==> config.mk <==
export PLATFORM = sky130hd
export DESIGN_NAME = pid_controller_soft_start_core
export DESIGN_NICKNAME = d
export VERILOG_FILES = /design/src/sv/pcss_pkg.sv /design/src/sv/pcss_div.sv /design/src/sv/pcss_ctrl.sv /design/src/sv/pcss_dp.sv /design/src/sv/pid_controller_soft_start_core.sv
export SDC_FILE = /design/constraint.sdc
export NUM_CORES = 2
export LEC_CHECK = 0
export BUFFER_PORTS_ARGS = -buffer_cell sky130_fd_sc_hd__buf_2
export CORE_MARGIN = 4
export CORE_UTILIZATION = 65
export DETAILED_ROUTE_END_ITERATION = 10
export PLACE_DENSITY = 0.85
export SLEW_MARGIN = 20
export SYNTH_ARGS = -nofsm -noshare
export SYNTH_HDL_FRONTEND = slang
export SYNTH_SLANG_ARGS = --single-unit
export TNS_END_PERCENT = 20
==> constraint.sdc <==
create_clock -name clk -period 19.13 [get_ports clk]
set_input_delay 3.826 -clock clk [delete_from_list [all_inputs] [get_ports clk]]
set_output_delay 3.826 -clock clk [all_outputs]
set_load 0.005 [all_outputs]
==> src/sv/pcss_pkg.sv <==
// Shared widths, register indexes and controller/datapath interface types.
`timescale 1ns / 1ps
`default_nettype none

package pcss_pkg;

	localparam int GAIN_W  = 24;
	localparam int LIM_DW  = 16;
	localparam int MAG_W   = 15;
	localparam int ERR_W   = 17;
	localparam int EMAG_W  = 16;
	localparam int CHG_W   = 17;
	localparam int MUL_A_W = 25;
	localparam int MUL_B_W = 18;
	localparam int PROD_W  = MUL_A_W + MUL_B_W;
	localparam int DNUM_W  = 41;
	localparam int DDEN_W  = 16;
	localparam int RNUM_W  = 20;
	localparam int CNT_W   = 4;
	localparam int DRV_W   = 16;

	localparam logic [CNT_W-1:0] CNT_MAX = 4'd15;

	localparam logic [2:0] REG_GAIN_PROP  = 3'd0;
	localparam logic [2:0] REG_GAIN_INTEG = 3'd1;
	localparam logic [2:0] REG_GAIN_DERIV = 3'd2;
	localparam logic [2:0] REG_LIMIT_LOW  = 3'd3;
	localparam logic [2:0] REG_LIMIT_HIGH = 3'd4;
	localparam logic [2:0] REG_MIN_MAG    = 3'd5;

	typedef struct packed {
		logic signed [GAIN_W-1:0] gain_prop;
		logic signed [GAIN_W-1:0] gain_integ;
		logic signed [GAIN_W-1:0] gain_deriv;
		logic signed [LIM_DW-1:0] limit_low;
		logic signed [LIM_DW-1:0] limit_high;
		logic [MAG_W-1:0]         min_magnitude;
	} cfg_t;

	typedef struct packed {
		logic load;
		logic restart;
		logic mul_p;
		logic mul_i;
		logic mul_d;
		logic div_d;
		logic clamp_d;
		logic sum;
		logic whole;
		logic ramp_mul;
		logic div_r;
		logic emit;
	} cmd_t;

	typedef struct packed {
		logic div_busy;
		logic err_zero;
		logic ramp_active;
		logic out_busy;
	} sts_t;

endpackage

`default_nettype wire

==> src/sv/pcss_div.sv <==
// Restoring unsigned divider, one quotient bit per cycle.
`timescale 1ns / 1ps
`default_nettype none

module pcss_div (
	input  wire logic                       clk,
	input  wire logic                       arst_n,
	input  wire logic                       start,
	input  wire logic [pcss_pkg::DNUM_W-1:0] num,
	input  wire logic [pcss_pkg::DDEN_W-1:0] den,
	output logic                            busy,
	output logic [pcss_pkg::DNUM_W-1:0]      quot
);
	import pcss_pkg::*;

	localparam int IT_W = $clog2(DNUM_W + 1);

	logic              run_q;
	logic [IT_W-1:0]   iter_q;
	logic [DDEN_W-1:0] rem_q;
	logic [DDEN_W-1:0] den_q;
	logic [DNUM_W-1:0] quo_q;
	logic [DDEN_W:0]   trial;
	logic [DDEN_W:0]   diff;
	logic              fits;

	assign trial = {rem_q, quo_q[DNUM_W-1]};
	assign diff  = trial - {1'b0, den_q};
	assign fits  = trial >= {1'b0, den_q};

	always_ff @(posedge clk or negedge arst_n) begin
		if (!arst_n) begin
			run_q  <= 1'b0;
			iter_q <= '0;
		end else if (start) begin
			run_q  <= 1'b1;
			iter_q <= IT_W'(DNUM_W);
		end else if (run_q) begin
			iter_q <= iter_q - 1'b1;
			if (iter_q == IT_W'(1)) begin
				run_q <= 1'b0;
			end
		end
	end

	always_ff @(posedge clk) begin
		if (start) begin
			rem_q <= '0;
			den_q <= den;
			quo_q <= num;
		end else if (run_q) begin
			rem_q <= fits ? diff[DDEN_W-1:0] : trial[DDEN_W-1:0];
			quo_q <= {quo_q[DNUM_W-2:0], fits};
		end
	end

	assign busy = run_q;
	assign quot = quo_q;

	a_no_restart_while_busy: assert property (@(posedge clk) disable iff (!arst_n)
		start |-> !run_q)
		else $error("divider started while a division is in progress");

endmodule

`default_nettype wire

==> src/sv/pcss_ctrl.sv <==
// Sequencer that steps the datapath through one control step or a restart.
`timescale 1ns / 1ps
`default_nettype none

module pcss_ctrl (
	input  wire logic           clk,
	input  wire logic           arst_n,
	input  wire logic           in_valid,
	input  wire logic           in_kind,
	input  wire pcss_pkg::sts_t sts,
	output pcss_pkg::cmd_t      cmd,
	output logic                in_ready
);
	import pcss_pkg::*;

	typedef enum logic [3:0] {
		ST_IDLE,
		ST_RESTART,
		ST_MUL_P,
		ST_MUL_I,
		ST_MUL_D,
		ST_DIV_D,
		ST_WAIT_D,
		ST_CLAMP_D,
		ST_SUM,
		ST_WHOLE,
		ST_RAMP_MUL,
		ST_DIV_R,
		ST_FINISH
	} state_t;

	state_t state_q;

	always_ff @(posedge clk or negedge arst_n) begin
		if (!arst_n) begin
			state_q <= ST_IDLE;
		end else begin
			case (state_q)
				ST_IDLE: begin
					if (in_valid) begin
						state_q <= in_kind ? ST_RESTART : ST_MUL_P;
					end
				end
				ST_RESTART:  state_q <= ST_IDLE;
				ST_MUL_P:    state_q <= ST_MUL_I;
				ST_MUL_I:    state_q <= ST_MUL_D;
				ST_MUL_D:    state_q <= ST_DIV_D;
				ST_DIV_D:    state_q <= sts.err_zero ? ST_CLAMP_D : ST_WAIT_D;
				ST_WAIT_D: begin
					if (!sts.div_busy) begin
						state_q <= ST_CLAMP_D;
					end
				end
				ST_CLAMP_D:  state_q <= ST_SUM;
				ST_SUM:      state_q <= ST_WHOLE;
				ST_WHOLE:    state_q <= sts.ramp_active ? ST_RAMP_MUL : ST_FINISH;
				ST_RAMP_MUL: state_q <= ST_DIV_R;
				ST_DIV_R:    state_q <= ST_FINISH;
				ST_FINISH: begin
					if (!sts.out_busy) begin
						state_q <= ST_IDLE;
					end
				end
				default:     state_q <= ST_IDLE;
			endcase
		end
	end

	always_comb begin
		cmd = '0;
		case (state_q)
			ST_IDLE:     cmd.load     = in_valid;
			ST_RESTART:  cmd.restart  = 1'b1;
			ST_MUL_P:    cmd.mul_p    = 1'b1;
			ST_MUL_I:    cmd.mul_i    = 1'b1;
			ST_MUL_D:    cmd.mul_d    = 1'b1;
			ST_DIV_D:    cmd.div_d    = !sts.err_zero;
			ST_CLAMP_D:  cmd.clamp_d  = 1'b1;
			ST_SUM:      cmd.sum      = 1'b1;
			ST_WHOLE:    cmd.whole    = 1'b1;
			ST_RAMP_MUL: cmd.ramp_mul = 1'b1;
			ST_DIV_R:    cmd.div_r    = 1'b1;
			ST_FINISH:   cmd.emit     = !sts.out_busy;
			default:     cmd = '0;
		endcase
	end

	assign in_ready = (state_q == ST_IDLE);

	a_idle_divider_quiet: assert property (@(posedge clk) disable iff (!arst_n)
		in_ready |-> !sts.div_busy)
		else $error("divider still running while the controller is idle");

endmodule

`default_nettype wire

==> src/sv/pcss_dp.sv <==
// Datapath: PID state, shared multiplier, clamps, soft-start scaling and output word.
`timescale 1ns / 1ps
`default_nettype none

module pcss_dp #(
	parameter int FRAC_BITS  = 8,
	parameter int RAMP_STEPS = 10
) (
	input  wire logic                              clk,
	input  wire logic                              arst_n,
	input  wire pcss_pkg::cfg_t                    cfg,
	input  wire pcss_pkg::cmd_t                    cmd,
	input  wire logic signed [pcss_pkg::LIM_DW-1:0] target,
	input  wire logic signed [pcss_pkg::LIM_DW-1:0] measured,
	input  wire logic                              out_ready,
	output pcss_pkg::sts_t                         sts,
	output logic                                   out_valid,
	output logic [pcss_pkg::DRV_W-1:0]             drive
);
	import pcss_pkg::*;

	localparam int LIM_W = LIM_DW + FRAC_BITS;
	localparam int EXT_W = ((PROD_W > LIM_W) ? PROD_W : LIM_W) + 2;
	localparam int DX_W  = DRV_W + 1;
	localparam logic [LIM_W:0] FRAC_MASK = (LIM_W + 1)'((64'd1 << FRAC_BITS) - 64'd1);

	// Division by RAMP_STEPS is a multiply by its rounded-up reciprocal, exact for every
	// ramp numerator below 2**RNUM_W while RAMP_STEPS stays at or below 16.
	localparam int RECIP_SH = RNUM_W + 4;
	localparam int RP_W     = RNUM_W + RECIP_SH + 1;
	localparam logic [RECIP_SH:0] RECIP = (RECIP_SH + 1)'(
		((64'd1 << RECIP_SH) + 64'(RAMP_STEPS) - 64'd1) / 64'(RAMP_STEPS));

	// Upper limit tested first: crossed limits give hi for v > hi, lo otherwise.
	function automatic logic signed [LIM_W-1:0] clamp_lim(
		input logic signed [EXT_W-1:0] v,
		input logic signed [EXT_W-1:0] lo,
		input logic signed [EXT_W-1:0] hi
	);
		logic signed [EXT_W-1:0] r;
		if (v > hi) begin
			r = hi;
		end else if (v < lo) begin
			r = lo;
		end else begin
			r = v;
		end
		return r[LIM_W-1:0];
	endfunction

	logic signed [ERR_W-1:0]  err_q;
	logic signed [ERR_W-1:0]  last_err_q;
	logic [CHG_W-1:0]         chg_q;
	logic signed [PROD_W-1:0] prod_q;
	logic signed [PROD_W-1:0] p_q;
	logic signed [LIM_W-1:0]  integ_q;
	logic signed [LIM_W-1:0]  deriv_q;
	logic signed [LIM_W-1:0]  sum_q;
	logic signed [DRV_W-1:0]  whole_q;
	logic [RNUM_W-1:0]        rprod_q;
	logic [RNUM_W-1:0]        rquot_q;
	logic [CNT_W-1:0]         count_q;
	logic [DRV_W-1:0]         out_q;
	logic                     out_valid_q;

	logic signed [EXT_W-1:0]   lo_ext;
	logic signed [EXT_W-1:0]   hi_ext;
	logic signed [MUL_A_W-1:0] mul_a;
	logic signed [MUL_B_W-1:0] mul_b;
	logic signed [PROD_W-1:0]  mul_y;
	logic [GAIN_W-1:0]         gd_mag;
	logic [EMAG_W-1:0]         err_mag;
	logic signed [MUL_B_W-1:0] err_diff;
	logic                      neg_d;
	logic signed [EXT_W-1:0]   q_ext;
	logic signed [EXT_W-1:0]   d_sel;
	logic signed [LIM_W:0]     sum_b;
	logic signed [LIM_W:0]     sum_sh;
	logic [DRV_W-1:0]          whole_mag;
	logic [RP_W-1:0]           rmul;
	logic signed [DX_W-1:0]    rq_x;
	logic signed [DX_W-1:0]    d_ext;
	logic signed [DX_W-1:0]    mm;
	logic signed [DX_W-1:0]    drv_fin;
	logic                      div_start;
	logic [DNUM_W-1:0]         div_num;
	logic [DDEN_W-1:0]         div_den;
	logic                      div_busy;
	logic [DNUM_W-1:0]         div_quot;

	assign lo_ext = EXT_W'(cfg.limit_low) <<< FRAC_BITS;
	assign hi_ext = EXT_W'(cfg.limit_high) <<< FRAC_BITS;

	assign gd_mag   = cfg.gain_deriv[GAIN_W-1] ? GAIN_W'(-cfg.gain_deriv) : cfg.gain_deriv;
	assign err_mag  = err_q[ERR_W-1] ? EMAG_W'(-err_q) : err_q[EMAG_W-1:0];
	assign err_diff = MUL_B_W'(err_q) - MUL_B_W'(last_err_q);

	// One shared multiplier; the product is always registered before use.
	always_comb begin
		mul_a = MUL_A_W'(cfg.gain_prop);
		mul_b = MUL_B_W'(err_q);
		if (cmd.mul_i) begin
			mul_a = MUL_A_W'(cfg.gain_integ);
		end else if (cmd.mul_d) begin
			mul_a = $signed({1'b0, gd_mag});
			mul_b = $signed({1'b0, chg_q});
		end
	end
	assign mul_y = mul_a * mul_b;

	// The derivative quotient is negative when -gain_deriv and the error differ in sign.
	assign neg_d = !cfg.gain_deriv[GAIN_W-1] ^ err_q[ERR_W-1];
	assign q_ext = $signed(EXT_W'(div_quot));
	assign d_sel = (err_q == '0) ? EXT_W'(deriv_q) : (neg_d ? -q_ext : q_ext);

	// Truncation toward zero: bias negative values before the arithmetic shift.
	assign sum_b  = $signed((LIM_W + 1)'(sum_q) + (sum_q[LIM_W-1] ? FRAC_MASK : '0));
	assign sum_sh = sum_b >>> FRAC_BITS;

	assign whole_mag = whole_q[DRV_W-1] ? DRV_W'(-whole_q) : whole_q;

	assign rmul = RP_W'(rprod_q) * RP_W'(RECIP);

	assign rq_x    = $signed(DX_W'(rquot_q));
	assign d_ext   = sts.ramp_active ? (whole_q[DRV_W-1] ? -rq_x : rq_x) : DX_W'(whole_q);
	assign mm      = $signed({{(DX_W-MAG_W){1'b0}}, cfg.min_magnitude});
	assign drv_fin = (!d_ext[DX_W-1] && d_ext < mm) ? mm :
	                 ((d_ext[DX_W-1] && d_ext > -mm) ? -mm : d_ext);

	assign div_start = cmd.div_d;
	assign div_num   = prod_q[DNUM_W-1:0];
	assign div_den   = err_mag;

	pcss_div u_div (
		.clk        (clk),
		.arst_n     (arst_n),
		.start      (div_start),
		.num        (div_num),
		.den        (div_den),
		.busy       (div_busy),
		.quot       (div_quot)
	);

	// Controller state that persists across words.
	always_ff @(posedge clk or negedge arst_n) begin
		if (!arst_n) begin
			integ_q     <= '0;
			deriv_q     <= '0;
			last_err_q  <= '0;
			count_q     <= '0;
			out_valid_q <= 1'b0;
		end else begin
			if (cmd.restart) begin
				last_err_q <= '0;
				count_q    <= CNT_W'(1);
			end
			if (cmd.mul_i) begin
				last_err_q <= err_q;
				if (count_q != CNT_MAX) begin
					count_q <= count_q + 1'b1;
				end
			end
			if (cmd.mul_d) begin
				integ_q <= clamp_lim(EXT_W'(integ_q) + EXT_W'(prod_q), lo_ext, hi_ext);
			end
			if (cmd.clamp_d) begin
				deriv_q <= clamp_lim(d_sel, lo_ext, hi_ext);
			end
			if (cmd.emit) begin
				out_valid_q <= 1'b1;
			end else if (out_ready) begin
				out_valid_q <= 1'b0;
			end
		end
	end

	// Working registers for one step.
	always_ff @(posedge clk) begin
		if (cmd.load) begin
			err_q <= ERR_W'(target) - ERR_W'(measured);
		end
		if (cmd.mul_p) begin
			chg_q <= err_diff[MUL_B_W-1] ? CHG_W'(-err_diff) : CHG_W'(err_diff);
		end
		if (cmd.mul_p || cmd.mul_i || cmd.mul_d) begin
			prod_q <= mul_y;
		end
		if (cmd.mul_i) begin
			p_q <= prod_q;
		end
		if (cmd.sum) begin
			sum_q <= clamp_lim(EXT_W'(p_q) + EXT_W'(integ_q) + EXT_W'(deriv_q),
				lo_ext, hi_ext);
		end
		if (cmd.whole) begin
			whole_q <= sum_sh[DRV_W-1:0];
		end
		if (cmd.ramp_mul) begin
			rprod_q <= RNUM_W'(whole_mag) * RNUM_W'(count_q);
		end
		if (cmd.div_r) begin
			rquot_q <= rmul[RECIP_SH +: RNUM_W];
		end
		if (cmd.emit) begin
			out_q <= drv_fin[DRV_W-1:0];
		end
	end

	assign sts.div_busy    = div_busy;
	assign sts.err_zero    = (err_q == '0);
	assign sts.ramp_active = (count_q < CNT_W'(RAMP_STEPS));
	assign sts.out_busy    = out_valid_q && !out_ready;

	assign out_valid = out_valid_q;
	assign drive     = out_q;

	a_restart_sets_count: assert property (@(posedge clk) disable iff (!arst_n)
		cmd.restart |=> (count_q == CNT_W'(1)))
		else $error("restart did not set the run count to one");

	a_emit_has_room: assert property (@(posedge clk) disable iff (!arst_n)
		cmd.emit |-> (!out_valid_q || out_ready))
		else $error("result written over a word not yet taken");

endmodule

`default_nettype wire

==> src/sv/pid_controller_soft_start_core.sv <==
// Top level: register port, controller, datapath and stream ports of the PID core.
//
//  Port group        Dir  Width  Contents
//  s_tdata/s_tuser   in   32/1   target [15:0], measured [31:16]; tuser = kind
//  m_tdata           out  16     drive [15:0]
//  psel..prdata      cfg  32     APB registers at byte address 4*index
//
//  A run word is dominated by the serial derivative divide (41 quotient bits) and adds
//  a ramp multiply and divide while the soft-start ramp is active.
//  A restart word resets the error history and ramp count. A zero error skips the divide.
//  A finished result waits in the output register; the next word is accepted meanwhile
//  and stalls only at its final step while that register is still full.
//  Reset clears the controller state and restores the register defaults.
`timescale 1ns / 1ps
`default_nettype none

module pid_controller_soft_start_core #(
	parameter int FRAC_BITS  = 8,
	parameter int RAMP_STEPS = 10
) (
	input  wire logic        clk,
	input  wire logic        arst_n,
	input  wire logic        psel,
	input  wire logic        penable,
	input  wire logic        pwrite,
	input  wire logic [4:0]  paddr,
	input  wire logic [31:0] pwdata,
	output logic [31:0]      prdata,
	output logic             pready,
	input  wire logic        s_tvalid,
	output logic             s_tready,
	input  wire logic [31:0] s_tdata,  // target [15:0], measured [31:16]
	input  wire logic        s_tuser,  // kind [0]
	output logic             m_tvalid,
	input  wire logic        m_tready,
	output logic [15:0]      m_tdata   // drive [15:0]
);
	import pcss_pkg::*;

	cfg_t       cfg_q;
	cmd_t       cmd;
	sts_t       sts;
	logic       wr_en;
	logic [2:0] reg_idx;

	assign pready  = 1'b1;
	assign wr_en   = psel && penable && pwrite;
	assign reg_idx = paddr[4:2];

	always_ff @(posedge clk or negedge arst_n) begin
		if (!arst_n) begin
			cfg_q.gain_prop     <= '0;
			cfg_q.gain_integ    <= '0;
			cfg_q.gain_deriv    <= '0;
			cfg_q.limit_low     <= 16'sh8000;
			cfg_q.limit_high    <= 16'sh7fff;
			cfg_q.min_magnitude <= '0;
		end else if (wr_en) begin
			case (reg_idx)
				REG_GAIN_PROP:  cfg_q.gain_prop     <= pwdata[GAIN_W-1:0];
				REG_GAIN_INTEG: cfg_q.gain_integ    <= pwdata[GAIN_W-1:0];
				REG_GAIN_DERIV: cfg_q.gain_deriv    <= pwdata[GAIN_W-1:0];
				REG_LIMIT_LOW:  cfg_q.limit_low     <= pwdata[LIM_DW-1:0];
				REG_LIMIT_HIGH: cfg_q.limit_high    <= pwdata[LIM_DW-1:0];
				REG_MIN_MAG:    cfg_q.min_magnitude <= pwdata[MAG_W-1:0];
				default: ;
			endcase
		end
	end

	always_comb begin
		case (reg_idx)
			REG_GAIN_PROP:  prdata = 32'(cfg_q.gain_prop);
			REG_GAIN_INTEG: prdata = 32'(cfg_q.gain_integ);
			REG_GAIN_DERIV: prdata = 32'(cfg_q.gain_deriv);
			REG_LIMIT_LOW:  prdata = 32'(cfg_q.limit_low);
			REG_LIMIT_HIGH: prdata = 32'(cfg_q.limit_high);
			REG_MIN_MAG:    prdata = {17'd0, cfg_q.min_magnitude};
			default:        prdata = '0;
		endcase
	end

	pcss_ctrl u_ctrl (
		.clk      (clk),
		.arst_n   (arst_n),
		.in_valid (s_tvalid),
		.in_kind  (s_tuser),
		.sts      (sts),
		.cmd      (cmd),
		.in_ready (s_tready)
	);

	pcss_dp #(
		.FRAC_BITS  (FRAC_BITS),
		.RAMP_STEPS (RAMP_STEPS)
	) u_dp (
		.clk       (clk),
		.arst_n    (arst_n),
		.cfg       (cfg_q),
		.cmd       (cmd),
		.target    ($signed(s_tdata[15:0])),
		.measured  ($signed(s_tdata[31:16])),
		.out_ready (m_tready),
		.sts       (sts),
		.out_valid (m_tvalid),
		.drive     (m_tdata)
	);

endmodule

`default_nettype wire

==> impl_metrics.toml <==
[clocking]
cts_htree_levels = 2
cts_resized = 0
cts-root-buf = "clkbuf_16"
clk_path_buf_depth = 3
clk_pin_slew_ps = 60
clock-sinks = 486
clk_latency_ps = 670
cts_setup_buffers = 0
cts-buffers-inserted = 55
ctsHoldBuffers = 0
cts_tree = "yes"

[synth]
synthTopCellsByCount = "inv_1, ha_1, nand2_1, fa_1, nor2_1"
synth-main-ff-cell = "edfxtp_1"
ys_ff_latch = 486
netlist_area_mm2 = 0.06075
ys_async_sr_fraction_pct = 41.15
synth.most_common_cell = "inv_1"
synth_largest_area_cell = "fa_1"
synthCells = 6509
synth_cell_types = 96
synth-edff-count = 270
ys_top_cells_by_area = "fa_1, ha_1, edfxtp_1"
synth_top_cell_area_share_pct = 21.62
ys_seq_area_share_pct = 22.15
syn_nets = 7976
syn_area_per_cell_um2 = 9.333
yosys_warnings = 0

[job]
maxCapViolCount = 0

[min_path]
worstHoldPathCells = 2
hold_path_end = "u_dp.u_div.rem_q[15]$_SDFFE_PP0P_"
hp-start = "u_dp.u_div.rem_q[15]$_SDFFE_PP0P_"
hold_class = "reg2reg"

[grt]
grt_pass1_wl_um = 275400
grt_use_total_pct = 35.75
grt_pass1_vias = 50580
antenna_found_initial = 10
grt_max_degree = 86
overflow = 0

[floorplan]
core_area_mm2 = 0.09222
io_pins = 128
placementRows = 111
die-height_um = 313.7
die_area_mm2 = 0.09841
fp.dieW_um = 313.7
start_util_pct = 65.87

[detailed_routing]
postRouteWirelength_um = 174100
drcViolationCount = 0
drtIter0Drc = 5175
wl_per_cell_um = 22.23
viasPerCell = 6.327
vias = 49528
drtPass1Iterations = 8
antenna_left = 0

[critical_path]
endpoint_kind = "primary output"
cp.required_ps = 15300
reg2reg_from = "u_ctrl.state_q[2]$_DFFE_PN0P_"
worst-r2r-setup-slack_ps = 9250
path_class = "in2out"
cp_max_fo = 40
rr_worst_depth = 29
r2r-end = "u_dp.prod_q[42]$_DFFE_PP_"
start_kind = "primary input"
cp_data_arrival_time_ps = 6850

[timing]
rsz0062_at_grt = "no"
maxSlewHeadroom_pct = 18.58
fin_worst_skew_ps = 58.67
fin_crit_ps = 10680
finalHoldViolCount = 0
final_max_slew_viol_count = 0
finalCritPeriodShare_pct = 55.83
fmax_ghz = 0.09363
setup_violations = 0
tightest_slew_ps = 1210
tns_ps = 0

[placed_design]
finalWeightedCongestion = 1.023
numPortBuffers = 116
dp_hpwl_um = 138300

[run_status]
status = "finished clean"

[cells_and_area]
nNetsFinal = 8001
area_growth_pct = 6.387
drive_above_1_share_pct = 7.324
-- metal layers --
layer  part of all wire (%)  track usage (%)
met1                     38            45.93
met5                  0.020                0
met3                     10            7.416
met4                    7.7            21.74
met2                     44            56.01
-- how the worst max path moves through the flow --
| stage | from | to | slack, ps |
|---|---|---|---|
| 2_1_floorplan | paddr[2] | prdata[24] | 9300 |
| 3_3_place_gp | paddr[3] | prdata[30] | 8620 |
| 3_5_place_dp | paddr[3] | prdata[29] | 8520 |
| 4_1_cts | paddr[3] | prdata[29] | 8500 |
| 5_1_grt | paddr[3] | prdata[26] | 8290 |
| 6_report | paddr[3] | prdata[29] | 8450 |
-- final cells by class --
cell class                      count  area [um2]
Clock inverter                     28       239.0
Sequential cell                   486       13450
Multi-Input combinational cell   4851       43000
Tap cell                         1243        1555
Timing Repair Buffer              184        1125
Clock buffer                       76        1653
Antenna cell                        4       10.01
Inverter                          956        3588
Fill cell                        6898       27590
-- logic make-up (layout without fill, tap and decap cells) --
group | Yosys count | in the layout | share of synthesized area, %
XOR/XNOR | 338 | 338 | 4.904
other | 1 | 5 | 0.006173
flip-flops | 486 | 486 | 22.15
multiplexers | 207 | 207 | 3.656
adder cells (fa/ha/maj) | 1390 | 1390 | 36.74
AO/OA/AOI/OAI | 1182 | 1182 | 12.43
AND/OR/NAND/NOR | 1733 | 1733 | 12.79
buffers and inverters | 1172 | 1244 | 7.326
-- state kept, by name, indices dropped and copies added (netlist names), 20 cells and up --
signal and cells:
u_dp.p_q 43, u_dp.u_div.quot 41, u_dp.sum_q 24, u_dp.prod_q 43, cfg_q 119, u_dp.deriv_q 24
u_dp.integ_q 24, u_dp.rprod_q 20
-- stage by stage --
step / setup slack [ps] / instance area, um2 / utilization, % / hold WS [ps] / std cells
detailed placement: 8516 / 62670 / 67.96 / 474.3 / 7719
global placement: 8619 / 62670 / 67.96 / 460.2 / 7719
global route: 8294 / 64620 / 70.07 / 510.8 / 7824
CTS: 8503 / 64560 / 70.01 / 483.9 / 7823
finish: 8450 / 64630 / 70.08 / 489.0 / 7828
floorplan: 9304 / 60750 / - / 430.7 / 6509
-- cell usage in the layout, fill, tap and decap left out, types with 16 or more instances in the layout --
cell type / instances
and3_1: 35
o31ai_1: 40
o21ai_1: 32
and2_1: 39
a31oi_1: 53
nor3_1: 53
nand2b_1: 36
o211ai_1: 28
o21ai_0: 241
a21oi_1: 323
a22o_1: 29
nor2_1: 529
or3_1: 30
nand4_1: 64
dfstp_2: 16
xnor2_1: 221
mux2_2: 108
ha_1: 734
or2_2: 20
nand3_1: 82
nor2b_1: 74
dfxtp_1: 16
o21bai_1: 21
a211oi_1: 39
nand2_1: 677
o21a_1: 38
a21o_1: 159
dfrtp_1: 183
nor4_1: 27
buf_4: 66
xor2_1: 112
inv_1: 953
buf_2: 115
clkbuf_16: 61
edfxtp_1: 270
fa_1: 656
mux2i_1: 93
-- worst max-delay path, stage by stage --
cell and delay [ps]:
buf_2 80, buf_4 470, nand2b_1 490, nor2_1 190, a22oi_1 880, o21ai_0 600, buf_2 290
Power is left out: the tool's default activity adds up to more than one toggle a clock period on the data nets, which glitch-free logic cannot reach.
